`src/t3mm_pkg.sv`:
```
package t3mm_pkg;

    localparam int COUNT_BITS = 16;
    localparam int BAR_BITS = 16;
    localparam int LIMIT_BITS = 8;

    localparam logic [COUNT_BITS-1:0] COUNT_MAX = '1;
    localparam logic [LIMIT_BITS-1:0] LIMIT_RESET = 8'd112;
    localparam int LOW_RESET = 9999;

    // Smallest signed width that holds the reset value of the smallest values.
    localparam int LOW_MIN_BITS = 15;

    typedef enum logic [1:0] {
        CLS_VALID    = 2'd0,
        CLS_NEGATIVE = 2'd1,
        CLS_ABOVE    = 2'd2,
        CLS_ZERO     = 2'd3
    } t_sample_class;

endpackage

```
`src/t3mm_cfg_if.sv`:
```
interface t3mm_cfg_if;
    import t3mm_pkg::*;

    logic                  valid;
    logic                  ready;
    logic [LIMIT_BITS-1:0] data;

    modport source (output valid, output data, input ready);
    modport sink (input valid, input data, output ready);
endinterface

```
`src/t3mm_sample_if.sv`:
```
interface t3mm_sample_if #(
    parameter int SAMPLE_BITS = 16
);
    logic                          valid;
    logic                          ready;
    logic signed [SAMPLE_BITS-1:0] sample;

    modport source (output valid, output sample, input ready);
    modport sink (input valid, input sample, output ready);
endinterface

```
`src/t3mm_result_if.sv`:
```
interface t3mm_result_if #(
    parameter int SAMPLE_BITS = 16
);
    import t3mm_pkg::*;

    logic                          valid;
    logic                          ready;
    logic [COUNT_BITS-1:0]         sample_index;
    logic [BAR_BITS-1:0]           bar_length;
    t_sample_class                 sample_class;
    logic signed [SAMPLE_BITS-1:0] largest_first;
    logic signed [SAMPLE_BITS-1:0] largest_second;
    logic signed [SAMPLE_BITS-1:0] largest_third;
    logic signed [SAMPLE_BITS-1:0] smallest_first;
    logic signed [SAMPLE_BITS-1:0] smallest_second;
    logic signed [SAMPLE_BITS-1:0] smallest_third;
    logic [COUNT_BITS-1:0]         invalid_total;

    modport source (
        output valid, output sample_index, output bar_length, output sample_class,
        output largest_first, output largest_second, output largest_third,
        output smallest_first, output smallest_second, output smallest_third,
        output invalid_total, input ready
    );
    modport sink (
        input valid, input sample_index, input bar_length, input sample_class,
        input largest_first, input largest_second, input largest_third,
        input smallest_first, input smallest_second, input smallest_third,
        input invalid_total, output ready
    );
endinterface

```
`src/top3_min_max_tracker_top.sv`:
```
// Running tracker of the three largest and three smallest samples of a stream.
// Samples arrive on i_sample as valid/ready requests; every accepted sample
// yields exactly one result request on o_result with its index, bar length,
// class, the six running extremes and the count of invalid samples.
// The result of a sample is registered at the edge that accepts it.
// Throughput is one sample per cycle while the receiver takes results, set by
// the single compare-and-update stage that feeds the result register.
// i_sample.ready is high while the result register is empty or being read,
// so a stalled receiver holds the current result and stops further samples.
// The bar limit is written on i_cfg, which is always ready; write it only
// while no result is pending.
// Reset clears the counters, sets the largest values to 0, the smallest
// values to 9999 and the bar limit to 112, and empties the result register.
module top3_min_max_tracker_top #(
    parameter int SAMPLE_BITS = 16
) (
    input logic           i_clk,
    input logic           i_rst_n,
    t3mm_cfg_if.sink      i_cfg,
    t3mm_sample_if.sink   i_sample,
    t3mm_result_if.source o_result
);
    import t3mm_pkg::*;

    localparam int LW = (SAMPLE_BITS > LOW_MIN_BITS) ? SAMPLE_BITS : LOW_MIN_BITS;
    localparam int MW = (SAMPLE_BITS + 1 > BAR_BITS) ? SAMPLE_BITS + 1 : BAR_BITS;

    logic [LIMIT_BITS-1:0]  r_bar_limit;
    logic signed [LW-1:0]   r_big_one, r_big_two, r_big_three;
    logic signed [LW-1:0]   r_low_one, r_low_two, r_low_three;
    logic [COUNT_BITS-1:0]  r_seen, r_bad;
    logic                   r_out_valid;
    logic [BAR_BITS-1:0]    r_bar;
    t_sample_class          r_class;

    logic signed [LW-1:0]   n_big_one, n_big_two, n_big_three;
    logic signed [LW-1:0]   n_low_one, n_low_two, n_low_three;
    logic [COUNT_BITS-1:0]  n_seen, n_bad;
    logic [BAR_BITS-1:0]    n_bar;
    t_sample_class          n_class;

    logic                   w_accept;
    logic signed [LW-1:0]   w_s;
    logic signed [LW-1:0]   w_limit;
    logic signed [MW-1:0]   w_sx;
    logic signed [MW-1:0]   w_neg;

    assign i_cfg.ready    = 1'b1;
    assign i_sample.ready = !r_out_valid || o_result.ready;
    assign w_accept       = i_sample.valid && i_sample.ready;

    assign w_s     = LW'(i_sample.sample);
    assign w_limit = LW'($signed({1'b0, r_bar_limit}));
    assign w_sx    = MW'(i_sample.sample);
    assign w_neg   = -w_sx;

    always_comb begin
        n_seen = (r_seen == COUNT_MAX) ? r_seen : r_seen + 1'b1;
        n_bad  = r_bad;

        n_big_one   = r_big_one;
        n_big_two   = r_big_two;
        n_big_three = r_big_three;
        if (w_s > r_big_one) begin
            n_big_three = r_big_two;
            n_big_two   = r_big_one;
            n_big_one   = w_s;
        end else if (w_s > r_big_two) begin
            n_big_three = r_big_two;
            n_big_two   = w_s;
        end else if (w_s > r_big_three) begin
            n_big_three = w_s;
        end

        n_low_one   = r_low_one;
        n_low_two   = r_low_two;
        n_low_three = r_low_three;
        if (w_s < r_low_one) begin
            n_low_three = r_low_two;
            n_low_two   = r_low_one;
            n_low_one   = w_s;
        end else if (w_s < r_low_two) begin
            n_low_three = r_low_two;
            n_low_two   = w_s;
        end else if (w_s < r_low_three) begin
            n_low_three = w_s;
        end

        if (w_s > 0 && w_s <= w_limit) begin
            n_class = CLS_VALID;
            n_bar   = {{(BAR_BITS-LIMIT_BITS){1'b0}}, w_s[LIMIT_BITS-1:0]};
        end else if (w_s < 0) begin
            n_class = CLS_NEGATIVE;
            n_bar   = w_neg[BAR_BITS-1:0];
            if (r_bad != COUNT_MAX) begin
                n_bad = r_bad + 1'b1;
            end
        end else if (w_s > w_limit) begin
            n_class = CLS_ABOVE;
            n_bar   = {{(BAR_BITS-LIMIT_BITS){1'b0}}, r_bar_limit};
            if (r_bad != COUNT_MAX) begin
                n_bad = r_bad + 1'b1;
            end
        end else begin
            n_class = CLS_ZERO;
            n_bar   = '0;
        end
    end

    always_ff @(posedge i_clk) begin
        if (!i_rst_n) begin
            r_bar_limit <= LIMIT_RESET;
            r_big_one   <= '0;
            r_big_two   <= '0;
            r_big_three <= '0;
            r_low_one   <= LW'(LOW_RESET);
            r_low_two   <= LW'(LOW_RESET);
            r_low_three <= LW'(LOW_RESET);
            r_seen      <= '0;
            r_bad       <= '0;
            r_out_valid <= 1'b0;
        end else begin
            if (i_cfg.valid) begin
                r_bar_limit <= i_cfg.data;
            end
            if (w_accept) begin
                r_big_one   <= n_big_one;
                r_big_two   <= n_big_two;
                r_big_three <= n_big_three;
                r_low_one   <= n_low_one;
                r_low_two   <= n_low_two;
                r_low_three <= n_low_three;
                r_seen      <= n_seen;
                r_bad       <= n_bad;
                r_out_valid <= 1'b1;
            end else if (o_result.ready) begin
                r_out_valid <= 1'b0;
            end
        end
    end

    always_ff @(posedge i_clk) begin
        if (w_accept) begin
            r_bar   <= n_bar;
            r_class <= n_class;
        end
    end

    assign o_result.valid           = r_out_valid;
    assign o_result.sample_index    = r_seen;
    assign o_result.bar_length      = r_bar;
    assign o_result.sample_class    = r_class;
    assign o_result.largest_first   = r_big_one[SAMPLE_BITS-1:0];
    assign o_result.largest_second  = r_big_two[SAMPLE_BITS-1:0];
    assign o_result.largest_third   = r_big_three[SAMPLE_BITS-1:0];
    assign o_result.smallest_first  = r_low_one[SAMPLE_BITS-1:0];
    assign o_result.smallest_second = r_low_two[SAMPLE_BITS-1:0];
    assign o_result.smallest_third  = r_low_three[SAMPLE_BITS-1:0];
    assign o_result.invalid_total   = r_bad;

endmodule

```
`src/flat_wrapper.sv`:
```
// flat-port wrapper written by rule: the top's interface ports become plain ports
module top3_min_max_tracker_top_flat import t3mm_pkg::*;
#(
    parameter int SAMPLE_BITS = 16
)
  (i_clk, i_rst_n, i_cfg_valid, i_cfg_data, i_cfg_ready, i_sample_valid, i_sample_sample, i_sample_ready, o_result_valid, o_result_sample_index, o_result_bar_length, o_result_sample_class, o_result_largest_first, o_result_largest_second, o_result_largest_third, o_result_smallest_first, o_result_smallest_second, o_result_smallest_third, o_result_invalid_total, o_result_ready);
  t3mm_cfg_if i_cfg_i ();
  t3mm_sample_if #(.SAMPLE_BITS(SAMPLE_BITS)) i_sample_i ();
  t3mm_result_if #(.SAMPLE_BITS(SAMPLE_BITS)) o_result_i ();
  input logic i_clk;
  input logic i_rst_n;
  input wire logic [$bits(i_cfg_i.valid)-1:0] i_cfg_valid;
  input wire logic [$bits(i_cfg_i.data)-1:0] i_cfg_data;
  output wire logic [$bits(i_cfg_i.ready)-1:0] i_cfg_ready;
  input wire logic [$bits(i_sample_i.valid)-1:0] i_sample_valid;
  input wire logic [$bits(i_sample_i.sample)-1:0] i_sample_sample;
  output wire logic [$bits(i_sample_i.ready)-1:0] i_sample_ready;
  output wire logic [$bits(o_result_i.valid)-1:0] o_result_valid;
  output wire logic [$bits(o_result_i.sample_index)-1:0] o_result_sample_index;
  output wire logic [$bits(o_result_i.bar_length)-1:0] o_result_bar_length;
  output wire logic [$bits(o_result_i.sample_class)-1:0] o_result_sample_class;
  output wire logic [$bits(o_result_i.largest_first)-1:0] o_result_largest_first;
  output wire logic [$bits(o_result_i.largest_second)-1:0] o_result_largest_second;
  output wire logic [$bits(o_result_i.largest_third)-1:0] o_result_largest_third;
  output wire logic [$bits(o_result_i.smallest_first)-1:0] o_result_smallest_first;
  output wire logic [$bits(o_result_i.smallest_second)-1:0] o_result_smallest_second;
  output wire logic [$bits(o_result_i.smallest_third)-1:0] o_result_smallest_third;
  output wire logic [$bits(o_result_i.invalid_total)-1:0] o_result_invalid_total;
  input wire logic [$bits(o_result_i.ready)-1:0] o_result_ready;
  assign i_cfg_i.valid = i_cfg_valid;
  assign i_cfg_i.data = i_cfg_data;
  assign i_cfg_ready = i_cfg_i.ready;
  assign i_sample_i.valid = i_sample_valid;
  assign i_sample_i.sample = i_sample_sample;
  assign i_sample_ready = i_sample_i.ready;
  assign o_result_valid = o_result_i.valid;
  assign o_result_sample_index = o_result_i.sample_index;
  assign o_result_bar_length = o_result_i.bar_length;
  assign o_result_sample_class = o_result_i.sample_class;
  assign o_result_largest_first = o_result_i.largest_first;
  assign o_result_largest_second = o_result_i.largest_second;
  assign o_result_largest_third = o_result_i.largest_third;
  assign o_result_smallest_first = o_result_i.smallest_first;
  assign o_result_smallest_second = o_result_i.smallest_second;
  assign o_result_smallest_third = o_result_i.smallest_third;
  assign o_result_invalid_total = o_result_i.invalid_total;
  assign o_result_i.ready = o_result_ready;
  top3_min_max_tracker_top #(.SAMPLE_BITS(SAMPLE_BITS)) u_core (.i_clk(i_clk), .i_rst_n(i_rst_n), .i_cfg(i_cfg_i), .i_sample(i_sample_i), .o_result(o_result_i));
endmodule
```
`config.mk`:
```
export PLATFORM = sky130hd
export DESIGN_NAME = top3_min_max_tracker_top_flat
export DESIGN_NICKNAME = d
export VERILOG_FILES = /design/src/t3mm_pkg.sv /design/src/t3mm_cfg_if.sv /design/src/t3mm_sample_if.sv /design/src/t3mm_result_if.sv /design/src/top3_min_max_tracker_top.sv /design/src/flat_wrapper.sv
export SDC_FILE = /design/constraint.sdc
export NUM_CORES = 1
export LEC_CHECK = 0
export BUFFER_PORTS_ARGS = -buffer_cell sky130_fd_sc_hd__buf_2
export CAP_MARGIN = 30
export CORE_MARGIN = 2
export CORE_UTILIZATION = 58
export CTS_BUF_LIST = sky130_fd_sc_hd__clkbuf_2 sky130_fd_sc_hd__clkbuf_4 sky130_fd_sc_hd__clkbuf_8
export DETAILED_ROUTE_END_ITERATION = 12
export HOLD_SLACK_MARGIN = 0.15
export PLACE_DENSITY_LB_ADDON = 0.05
export SLEW_MARGIN = 20
export SYNTH_ARGS = -nofsm -noshare
export SYNTH_HDL_FRONTEND = slang
export SYNTH_SLANG_ARGS = --single-unit
```
`constraint.sdc`:
```
create_clock -name i_clk -period 3.2 [get_ports i_clk]
set_input_delay 0.48 -clock i_clk [delete_from_list [all_inputs] [get_ports i_clk]]
set_output_delay 0.48 -clock i_clk [all_outputs]
set_load 0.03 [all_outputs]
```
==> key figures, run 1 <==
Die
  – Row count: 46
  – Die X: 132 um
  – Initial Utilization: 0.596
  – Chip height: 132 um
  – IO Pins: 178
  – Full die area: 17300 sq um
  – Core area: 15900 sq um

STA
  – Setup violators final: 0
  – Hold slack: 236 ps
  – RSZ-0062 raised after global routing: no
  – Fin worst setup slack: 268 ps
  – Max Transition Viols Final: 0
  – Final hold violation count: 0
  – Setup_tns: 0 ps
  – Slew HR: 0.371
  – Final Skew: 11.0 ps
  – Post-layout min period: 2930 ps
  – Tcrit/Tclk final: 0.916
  – Peak Freq: 0.341 GHz
  – Slew @ Worst Pin: 943 ps

Yosys
  – Yosys top cell area share: 0.290
  – Area contributors post-synth: dfxtp_1 29%, ha_1 14%, edfxtp_1 5.7%
  – Most common cell in the netlist: dfxtp_1
  – Register area share after synthesis: 0.347
  – Distinct cell type count after synthesis: 64
  – Synthesized instance count: 1113
  – Cell taking the most area after synthesis: dfxtp_1
  – FFs w/ async S/R, synth: 0
  – Syn Std Cell Area: 9460 sq um
  – Syn_nets: 1246
  – Synthesized flop and latch total: 155
  – Synth Flop Type: dfxtp_1
  – YS warnings: 0
  – Post-synth EDFFs: 18
  – Top cells by count, synth: 137 x dfxtp_1, 108 x inv_1, 104 x ha_1, 95 x nand2_1, 67 x nor2_1
  – Syn Area/Cell: 8.50 sq um

Final layout
  – Util after Layout: 0.701
  – Fraction of layout cells with a size suffix above 1: 0.215
  – N_diodes: 0
  – Final layout net count: 1429
  – Synthesis-to-finish area growth: 17.8%

CTS
  – Postcts setup bufs: 0
  – Post_cts resized: 0
  – H-Tree Depth: 4
  – Sink Count: 155
  – Clock transition at the registers of the reported paths: 90 ps
  – Clock Tree Buf Depth: 2
  – Clk_lat worst skew: 460 ps
  – Cts bufs inserted: 17
  – CTS tree: yes
  – Clk root buf: clkbuf_8
  – CTS Hold Bufs: 0

Hold path
  – Hold Crit Start: i_cfg_data[5]
  – Type of the most critical hold path: in2reg

Run status
  – Status: complete, no violations

Worst setup path
  – Slowest CP cell: nor3_1
  – CP required: 3510 ps
  – CP arrival: 3250 ps
  – Slowest Stage Delay on Critical Path: 640 ps
  – Reg-to-Reg Start: u_core.o_result.smallest_first[14]
  – CP Cell Sequence: inv_1, ha_1, and4_1, nand2_1, o41a_1, a31oi_1, a211oi_4, nor3_1, a21oi_1
  – CP Max Fanout: 8
  – Beginning of the critical path: u_core.o_result.smallest_first[14]
  – CP bufs+invs: 1
  – Setup crit start kind: flop
  – Critical path class: reg2reg
  – Crit. End Element: flop
  – CP top delay family: compound AO/OA/AOI/OAI gates

GRT
  – First-pass GRT wire length: 43900 um
  – Vias in the first global route: 8427
  – Global route total overflow: 0
  – Largest net degree at the start of global routing: 89
  – All-layer global routing usage: 0.315
  – Initial antenna violation count: 0

Route
  – Drt first pass iters: 6
  – Vias/cell: 5.90
  – Total Wirelength: 27300 um
  – 1st-iter DRT viols: 775
  – Post-route DRC: 0
  – Final ANT Viol Nets: 0
  – Routed WL per cell: 17.9 um
  – Vias: 8991

Pwr
  – Clock share of power: 0.265
  – Lkg Pwr: 5.29 nW
  – Comb pwr share: 0.318
  – Maximum vdd ir drop: 308 uV
  – Internal cell power: 3.44 mW
  – Switching part of the total: 0.379
  – P_sw: 2.10 mW
  – Flop pwr share: 0.417
  – Power per cell area: 497 nW/um^2

Placement
  – Count of input and output buffers: 176
  – Post-detail-place hpwl: 20500 um
  – Final GP Congestion: 0.913
  – Post-place setup slack: 68.1 ps

Run
  – Max-cap violations: 0
==> power groups by stage <==
stage | Sequential (mW) | Combinational [mW] | Clock (mW)
floorplan | 2.63 | 0.907 | 0
global placement | 2.35 | 1.71 | 0
detailed placement | 2.35 | 1.74 | 0
CTS | 2.30 | 1.75 | 1.49
global route | 2.33 | 1.94 | 1.56
finish | 2.31 | 1.76 | 1.47
==> worst paths after layout <==
path	to	slack [ps]	depth (start not counted)
hold / removal	u_core.r_bar_limit[5]	240	3
setup reg to reg	u_core.o_result.smallest_second[0]	270	9
setup / recovery	u_core.o_result.smallest_second[0]	270	9
hold reg to reg	u_core.o_result.invalid_total[9]	480	2
==> registers in the layout, summed over array words and instances, names as in the netlist <==
| signal | flops |
|---|---|
| u_core.o_result.sample_index | 16 |
| u_core.o_result.sample_class | 2 |
| u_core.o_result.largest_third | 16 |
| u_core.o_result.smallest_third | 16 |
| u_core.o_result.largest_second | 16 |
| u_core.o_result.invalid_total | 16 |
| u_core.o_result.bar_length | 16 |
| u_core.o_result.smallest_first | 16 |
| u_core.r_bar_limit | 8 |
| u_core.o_result.valid | 1 |
| u_core.o_result.largest_first | 16 |
| u_core.o_result.smallest_second | 16 |
==> cell families (layout without fill, tap and decap cells) <==
| group | after synthesis | in the layout | share of synthesized area |
|---|---|---|---|
| AND/OR/NAND/NOR | 368 | 368 | 0.194 |
| AO/OA/AOI/OAI | 236 | 236 | 0.174 |
| buffers and inverters | 176 | 372 | 0.0723 |
| flip-flops | 155 | 155 | 0.347 |
| adder cells (fa/ha/maj) | 104 | 104 | 0.138 |
| multiplexers | 54 | 54 | 0.0571 |
| XOR/XNOR | 19 | 19 | 0.0176 |
| other | 1 | 1 | 0.000396 |
==> layout make-up <==
class / instances / area (sq um)
clock buffers: 19 / 262
clock inverters: 13 / 130
fillers: 1387 / 4740
inverters: 109 / 409
multi-input cells: 782 / 5490
flip-flops and latches: 155 / 3280
well taps: 216 / 270
repair buffers: 231 / 1290
==> worst register-to-register path: cells and delay by family, from the launching register on <==
kind,cells,cell delay [ps]
flip-flops,1,460
adder cells (fa/ha/maj),1,300
AO/OA/AOI/OAI,4,1020
AND/OR/NAND/NOR,3,950
buffers and inverters,1,70
==> stage by stage <==
stage	total power, mW	instances	area (sq um)
after floorplan	3.54	1113	9460
final	5.54	1525	11100
after detailed placement	4.09	1493	10700
after global placement	4.06	1493	10700
after CTS	5.55	1525	11100
after global routing	5.83	1525	11100
==> layer usage <==
layer / track usage / up-vias / share of wire
li1: - / 4361 / -
met1: 0.420 / 4199 / 0.44
met2: 0.507 / 372 / 0.45
met3: 0.0552 / 59 / 0.074
met4: 0.127 / 0 / 0.032
met5: 0 / - / 0
==> placed cells by master, fill, tap and decap left out, types with 9 or more instances in the layout <==
cell	Yosys	layout
a21o_1	10	10
o211ai_1	25	25
o21a_1	10	10
edfxtp_1	18	18
nand2_1	95	95
nor2_1	67	67
clkbuf_8	0	19
ha_1	104	104
a211oi_1	19	19
buf_4	3	55
buf_2	10	176
or3_1	12	12
nand3_1	30	30
and3_1	12	12
xor2_1	12	12
nand2b_1	19	19
nand4_1	32	32
a21oi_1	60	60
o21ai_0	39	39
nor4_1	9	9
inv_1	108	108
nor2b_1	11	11
mux2i_1	54	54
o211a_1	16	16
nor3_1	52	52
dfxtp_1	137	137
Power figures use the tool's default switching activity.
==> run 2, diff against run 1 <==
Settings changed: ABC_AREA set to 1, CORE_UTILIZATION 58 to 59.
==> key figures, run 2 <==
Yosys
  – Synth Area in XOR/XNOR: 0.0106 (was 0.0176)
  – Distinct cell type count after synthesis: 43 (was 64)
  – Syn Area/Cell: 6.86 sq um (was 8.50 sq um)
  – Cell taking the most area after synthesis: dfxtp_1 (unchanged)
  – Post-Synth Adder-Cell Area: 0.132 (was 0.138)
  – FFs w/ async S/R, synth: 0 (unchanged)
  – Synth Flop Type: dfxtp_1 (unchanged)
  – Synthesized flop and latch total: 155 (unchanged)
  – Syn Std Cell Area: 9890 sq um (was 9460 sq um)
  – Post-synth EDFFs: 18 (unchanged)
  – Synthesized instance count: 1441 (was 1113)
  – Largest family of logic cells by synthesized area: simple AND/OR/NAND/NOR gates (unchanged)
  – Area contributors post-synth: dfxtp_1 28%, nand2_1 14%, ha_1 13% (was dfxtp_1 29%, ha_1 14%, edfxtp_1 5.7%)
  – Top cells by count, synth: 366 x nand2_1, 194 x inv_1, 137 x dfxtp_1, 127 x a21oi_1, 120 x nor2_1 (was 137 x dfxtp_1, 108 x inv_1, 104 x ha_1, 95 x nand2_1, 67 x nor2_1)
  – Post-synthesis compound-gate area fraction: 0.146 (was 0.174)
  – Most common cell in the netlist: nand2_1 (was dfxtp_1)
  – Yosys top cell area share: 0.277 (was 0.290)
  – Register area share after synthesis: 0.332 (was 0.347)
  – Simple-gate share of the synthesized area: 0.272 (was 0.194)
  – Syn_nets: 1574 (was 1246)
  – Mux contribution to synthesized area: 0 (was 0.0571)
  – YS warnings: 0 (unchanged)

Worst setup path
  – Register-to-Register Path Depth: 15 (was 9)
  – Setup crit start kind: flop (unchanged)
  – Critical path class: reg2reg (unchanged)
  – CP Max Fanout: 32 (was 8)
  – CP required: 3540 ps (was 3510 ps)
  – CP arrival: 2970 ps (was 3250 ps)
  – Reg-to-Reg Start: u_core.o_result.largest_second[7] (was u_core.o_result.smallest_first[14])
  – Crit. End Element: flop (unchanged)
  – R2R Setup Slk: 570 ps (was 270 ps)
  – End of the worst register-to-register path: u_core.o_result.largest_third[0] (was u_core.o_result.smallest_second[0])

GRT
  – All-layer global routing usage: 0.324 (was 0.315)
  – Met1 global-route usage: 0.474 (was 0.420)
  – Top Usage Layer GRT: met2 (unchanged)
  – First-pass GRT wire length: 45700 um (was 43900 um)
  – Vias in the first global route: 8843 (was 8427)
  – Global route total overflow: 0 (unchanged)
  – Initial antenna violation count: 0 (unchanged)
  – Largest net degree at the start of global routing: 66 (was 89)
  – M3 GR Usage: 0.0529 (was 0.0552)
  – Met2 Use GR: 0.491 (was 0.507)

STA
  – Final hold violation count: 0 (unchanged)
  – Peak Freq: 0.380 GHz (was 0.341 GHz)
  – Final Skew: 10.3 ps (was 11.0 ps)
  – Setup violators final: 0 (unchanged)
  – Slew @ Worst Pin: 554 ps (was 943 ps)
  – Post-layout min period: 2630 ps (was 2930 ps)
  – Slew HR: 0.627 (was 0.371)
  – Setup_tns: 0 ps (unchanged)
  – RSZ-0062 raised after global routing: no (unchanged)
  – Max Transition Viols Final: 0 (unchanged)
  – Tcrit/Tclk final: 0.822 (was 0.916)

CTS
  – Clock transition at the registers of the reported paths: 90 ps (about the same)
  – H-Tree Depth: 4 (unchanged)
  – Clk root buf: clkbuf_8 (unchanged)
  – Clock Tree Buf Depth: 2 (unchanged)
  – Postcts setup bufs: 0 (unchanged)
  – CTS tree: yes (unchanged)
  – CTS Hold Bufs: 0 (unchanged)
  – Sink Count: 155 (unchanged)
  – Cts bufs inserted: 17 (unchanged)
  – Post_cts resized: 0 (unchanged)
  – Clk_lat worst skew: 460 ps (about the same)

Placement
  – Count of input and output buffers: 176 (unchanged)
  – Post-detail-place hpwl: 21000 um (was 20500 um)
  – Final GP Congestion: 0.908 (was 0.913)

Run
  – Max-cap violations: 0 (unchanged)

Pwr
  – Lkg Pwr: 5.79 nW (was 5.29 nW)
  – Maximum vdd ir drop: 322 uV (was 308 uV)
  – Power per cell area: 623 nW/um^2 (was 497 nW/um^2)
  – Total chip power: 7.08 mW (was 5.54 mW)

Final layout
  – Most frequent cells in the layout: 366 x nand2_1, 194 x inv_1, 176 x buf_2 (was 176 x buf_2, 137 x dfxtp_1, 108 x inv_1)
  – N_diodes: 0 (unchanged)
  – Fraction of layout cells with a size suffix above 1: 0.162 (was 0.215)
  – Synthesis-to-finish area growth: 15.1% (was 17.8%)
  – Fill cells: 1492 (was 1387)
  – Final layout net count: 1738 (was 1429)
  – Most common cell after layout, fill and taps aside: nand2_1 (was buf_2)

Hold path
  – Hold Path End: u_core.r_bar_limit[4] (was u_core.r_bar_limit[5])
  – Hold Crit Start: i_cfg_data[4] (was i_cfg_data[5])
  – Type of the most critical hold path: in2reg (unchanged)
  – Hold Path Stages: 3 (unchanged)

Route
  – Drt first pass iters: 6 (unchanged)
  – Post-route DRC: 0 (unchanged)
  – Routed WL per cell: 15.7 um (was 17.9 um)
  – Vias: 9903 (was 8991)
  – Vias/cell: 5.39 (was 5.90)
  – Final ANT Viol Nets: 0 (unchanged)
  – 1st-iter DRT viols: 987 (was 775)
  – Total Wirelength: 28900 um (was 27300 um)

Die
  – Die X: 133 um (was 132 um)
  – Core area: 16500 sq um (was 15900 sq um)
  – Chip height: 133 um (was 132 um)
  – Initial Utilization: 0.601 (was 0.596)
  – Full die area: 17800 sq um (was 17300 sq um)
  – IO Pins: 178 (unchanged)
  – Row count: 47 (was 46)

Run status
  – Status: complete, no violations (unchanged)
[run 2: changes by cell type in the layout (fill, tap and decap cells not counted), sizes merged, moves of 17 or more]
cell,before,now
o21ai,40,110
nand2,96,382
nor3,52,23
inv,114,202
nand2b,19,0
nor2,68,122
buf,231,200
nand3,30,88
a211oi,20,1
nand4,32,15
a21oi,61,129
mux2i,54,0
[run 2: final cells by class]
cell class | instances | area [sq um] | share of cell area
Inverter | 203 | 767 | 0.0674
Clock inverter | 6 | 111 | 0.00979
Clock buffer | 26 | 327 | 0.0287
Tap cell | 220 | 275 | 0.0242
Timing Repair Buffer | 200 | 1070 | 0.0943
Multi-Input combinational cell | 1028 | 5540 | 0.487
Sequential cell | 155 | 3280 | 0.289
[run 2: how the worst max path moves through the flow]
stage                                      startpoint  slack (ps)                                 to  cells past startpoint
global route        u_core.o_result.largest_second[7]         330  u_core.o_result.largest_third[11]                     15
floorplan                              o_result_ready         680      u_core.o_result.bar_length[0]                      6
CTS                 u_core.o_result.largest_first[15]         630   u_core.o_result.largest_third[3]                     14
detailed placement                i_sample_sample[15]         240   u_core.o_result.largest_third[3]                     14
global placement                   i_sample_sample[5]         370   u_core.o_result.invalid_total[9]                     13
finish              u_core.o_result.largest_second[7]         570   u_core.o_result.largest_third[0]                     15
[run 2: cell families (layout without fill, tap and decap cells)]
group                    after synthesis  in the layout
flip-flops                           155            155
XOR/XNOR                              12             12
AO/OA/AOI/OAI                        270            270
AND/OR/NAND/NOR                      641            641
other                                  1              1
buffers and inverters                258            435
adder cells (fa/ha/maj)              104            104
[run 2: through the flow]
| stage | hold WS [ps] | worst slack (ps) | instances | instance area [sq um] | util |
|---|---|---|---|---|---|
| after floorplan | 452 | 684 | 1441 | 9890 | - |
| after CTS | 220 | 630 | 1838 | 11400 | 0.691 |
| final | 242 | 570 | 1838 | 11400 | 0.691 |
| after global placement | 470 | 366 | 1806 | 10900 | 0.664 |
| after detailed placement | 471 | 240 | 1806 | 10900 | 0.664 |
| after global routing | 250 | 330 | 1838 | 11400 | 0.691 |
[run 2: metal layers]
| metal | vias to the layer above | wire (um) |
|---|---|---|
| li1 | 5025 | - |
| met1 | 4390 | 13300 |
| met2 | 436 | 12400 |
| met3 | 52 | 2450 |
| met4 | 0 | 751 |
| met5 | - | 0 |
[run 2: where the power goes]
group | internal [mW] | switching, mW
Combinational | 0.920 | 2.07
Clock | 0.900 | 0.742
Sequential | 2.24 | 0.206
Total | 4.06 | 3.02
[run 2: worst max-delay path: stages, from the launching register on]
cell     delay [ps]
dfxtp_1         390
inv_1           100
ha_1            320
a21o_1          180
nor2_1          100
nand2_1          60
nand2_1          60
nand2_1          50
nand2_1          60
nand2_1          60
nand2_2          90
nand2_2          70
nand2_2         260
nand2_2         410
nor2_1          240
nor2_1           60
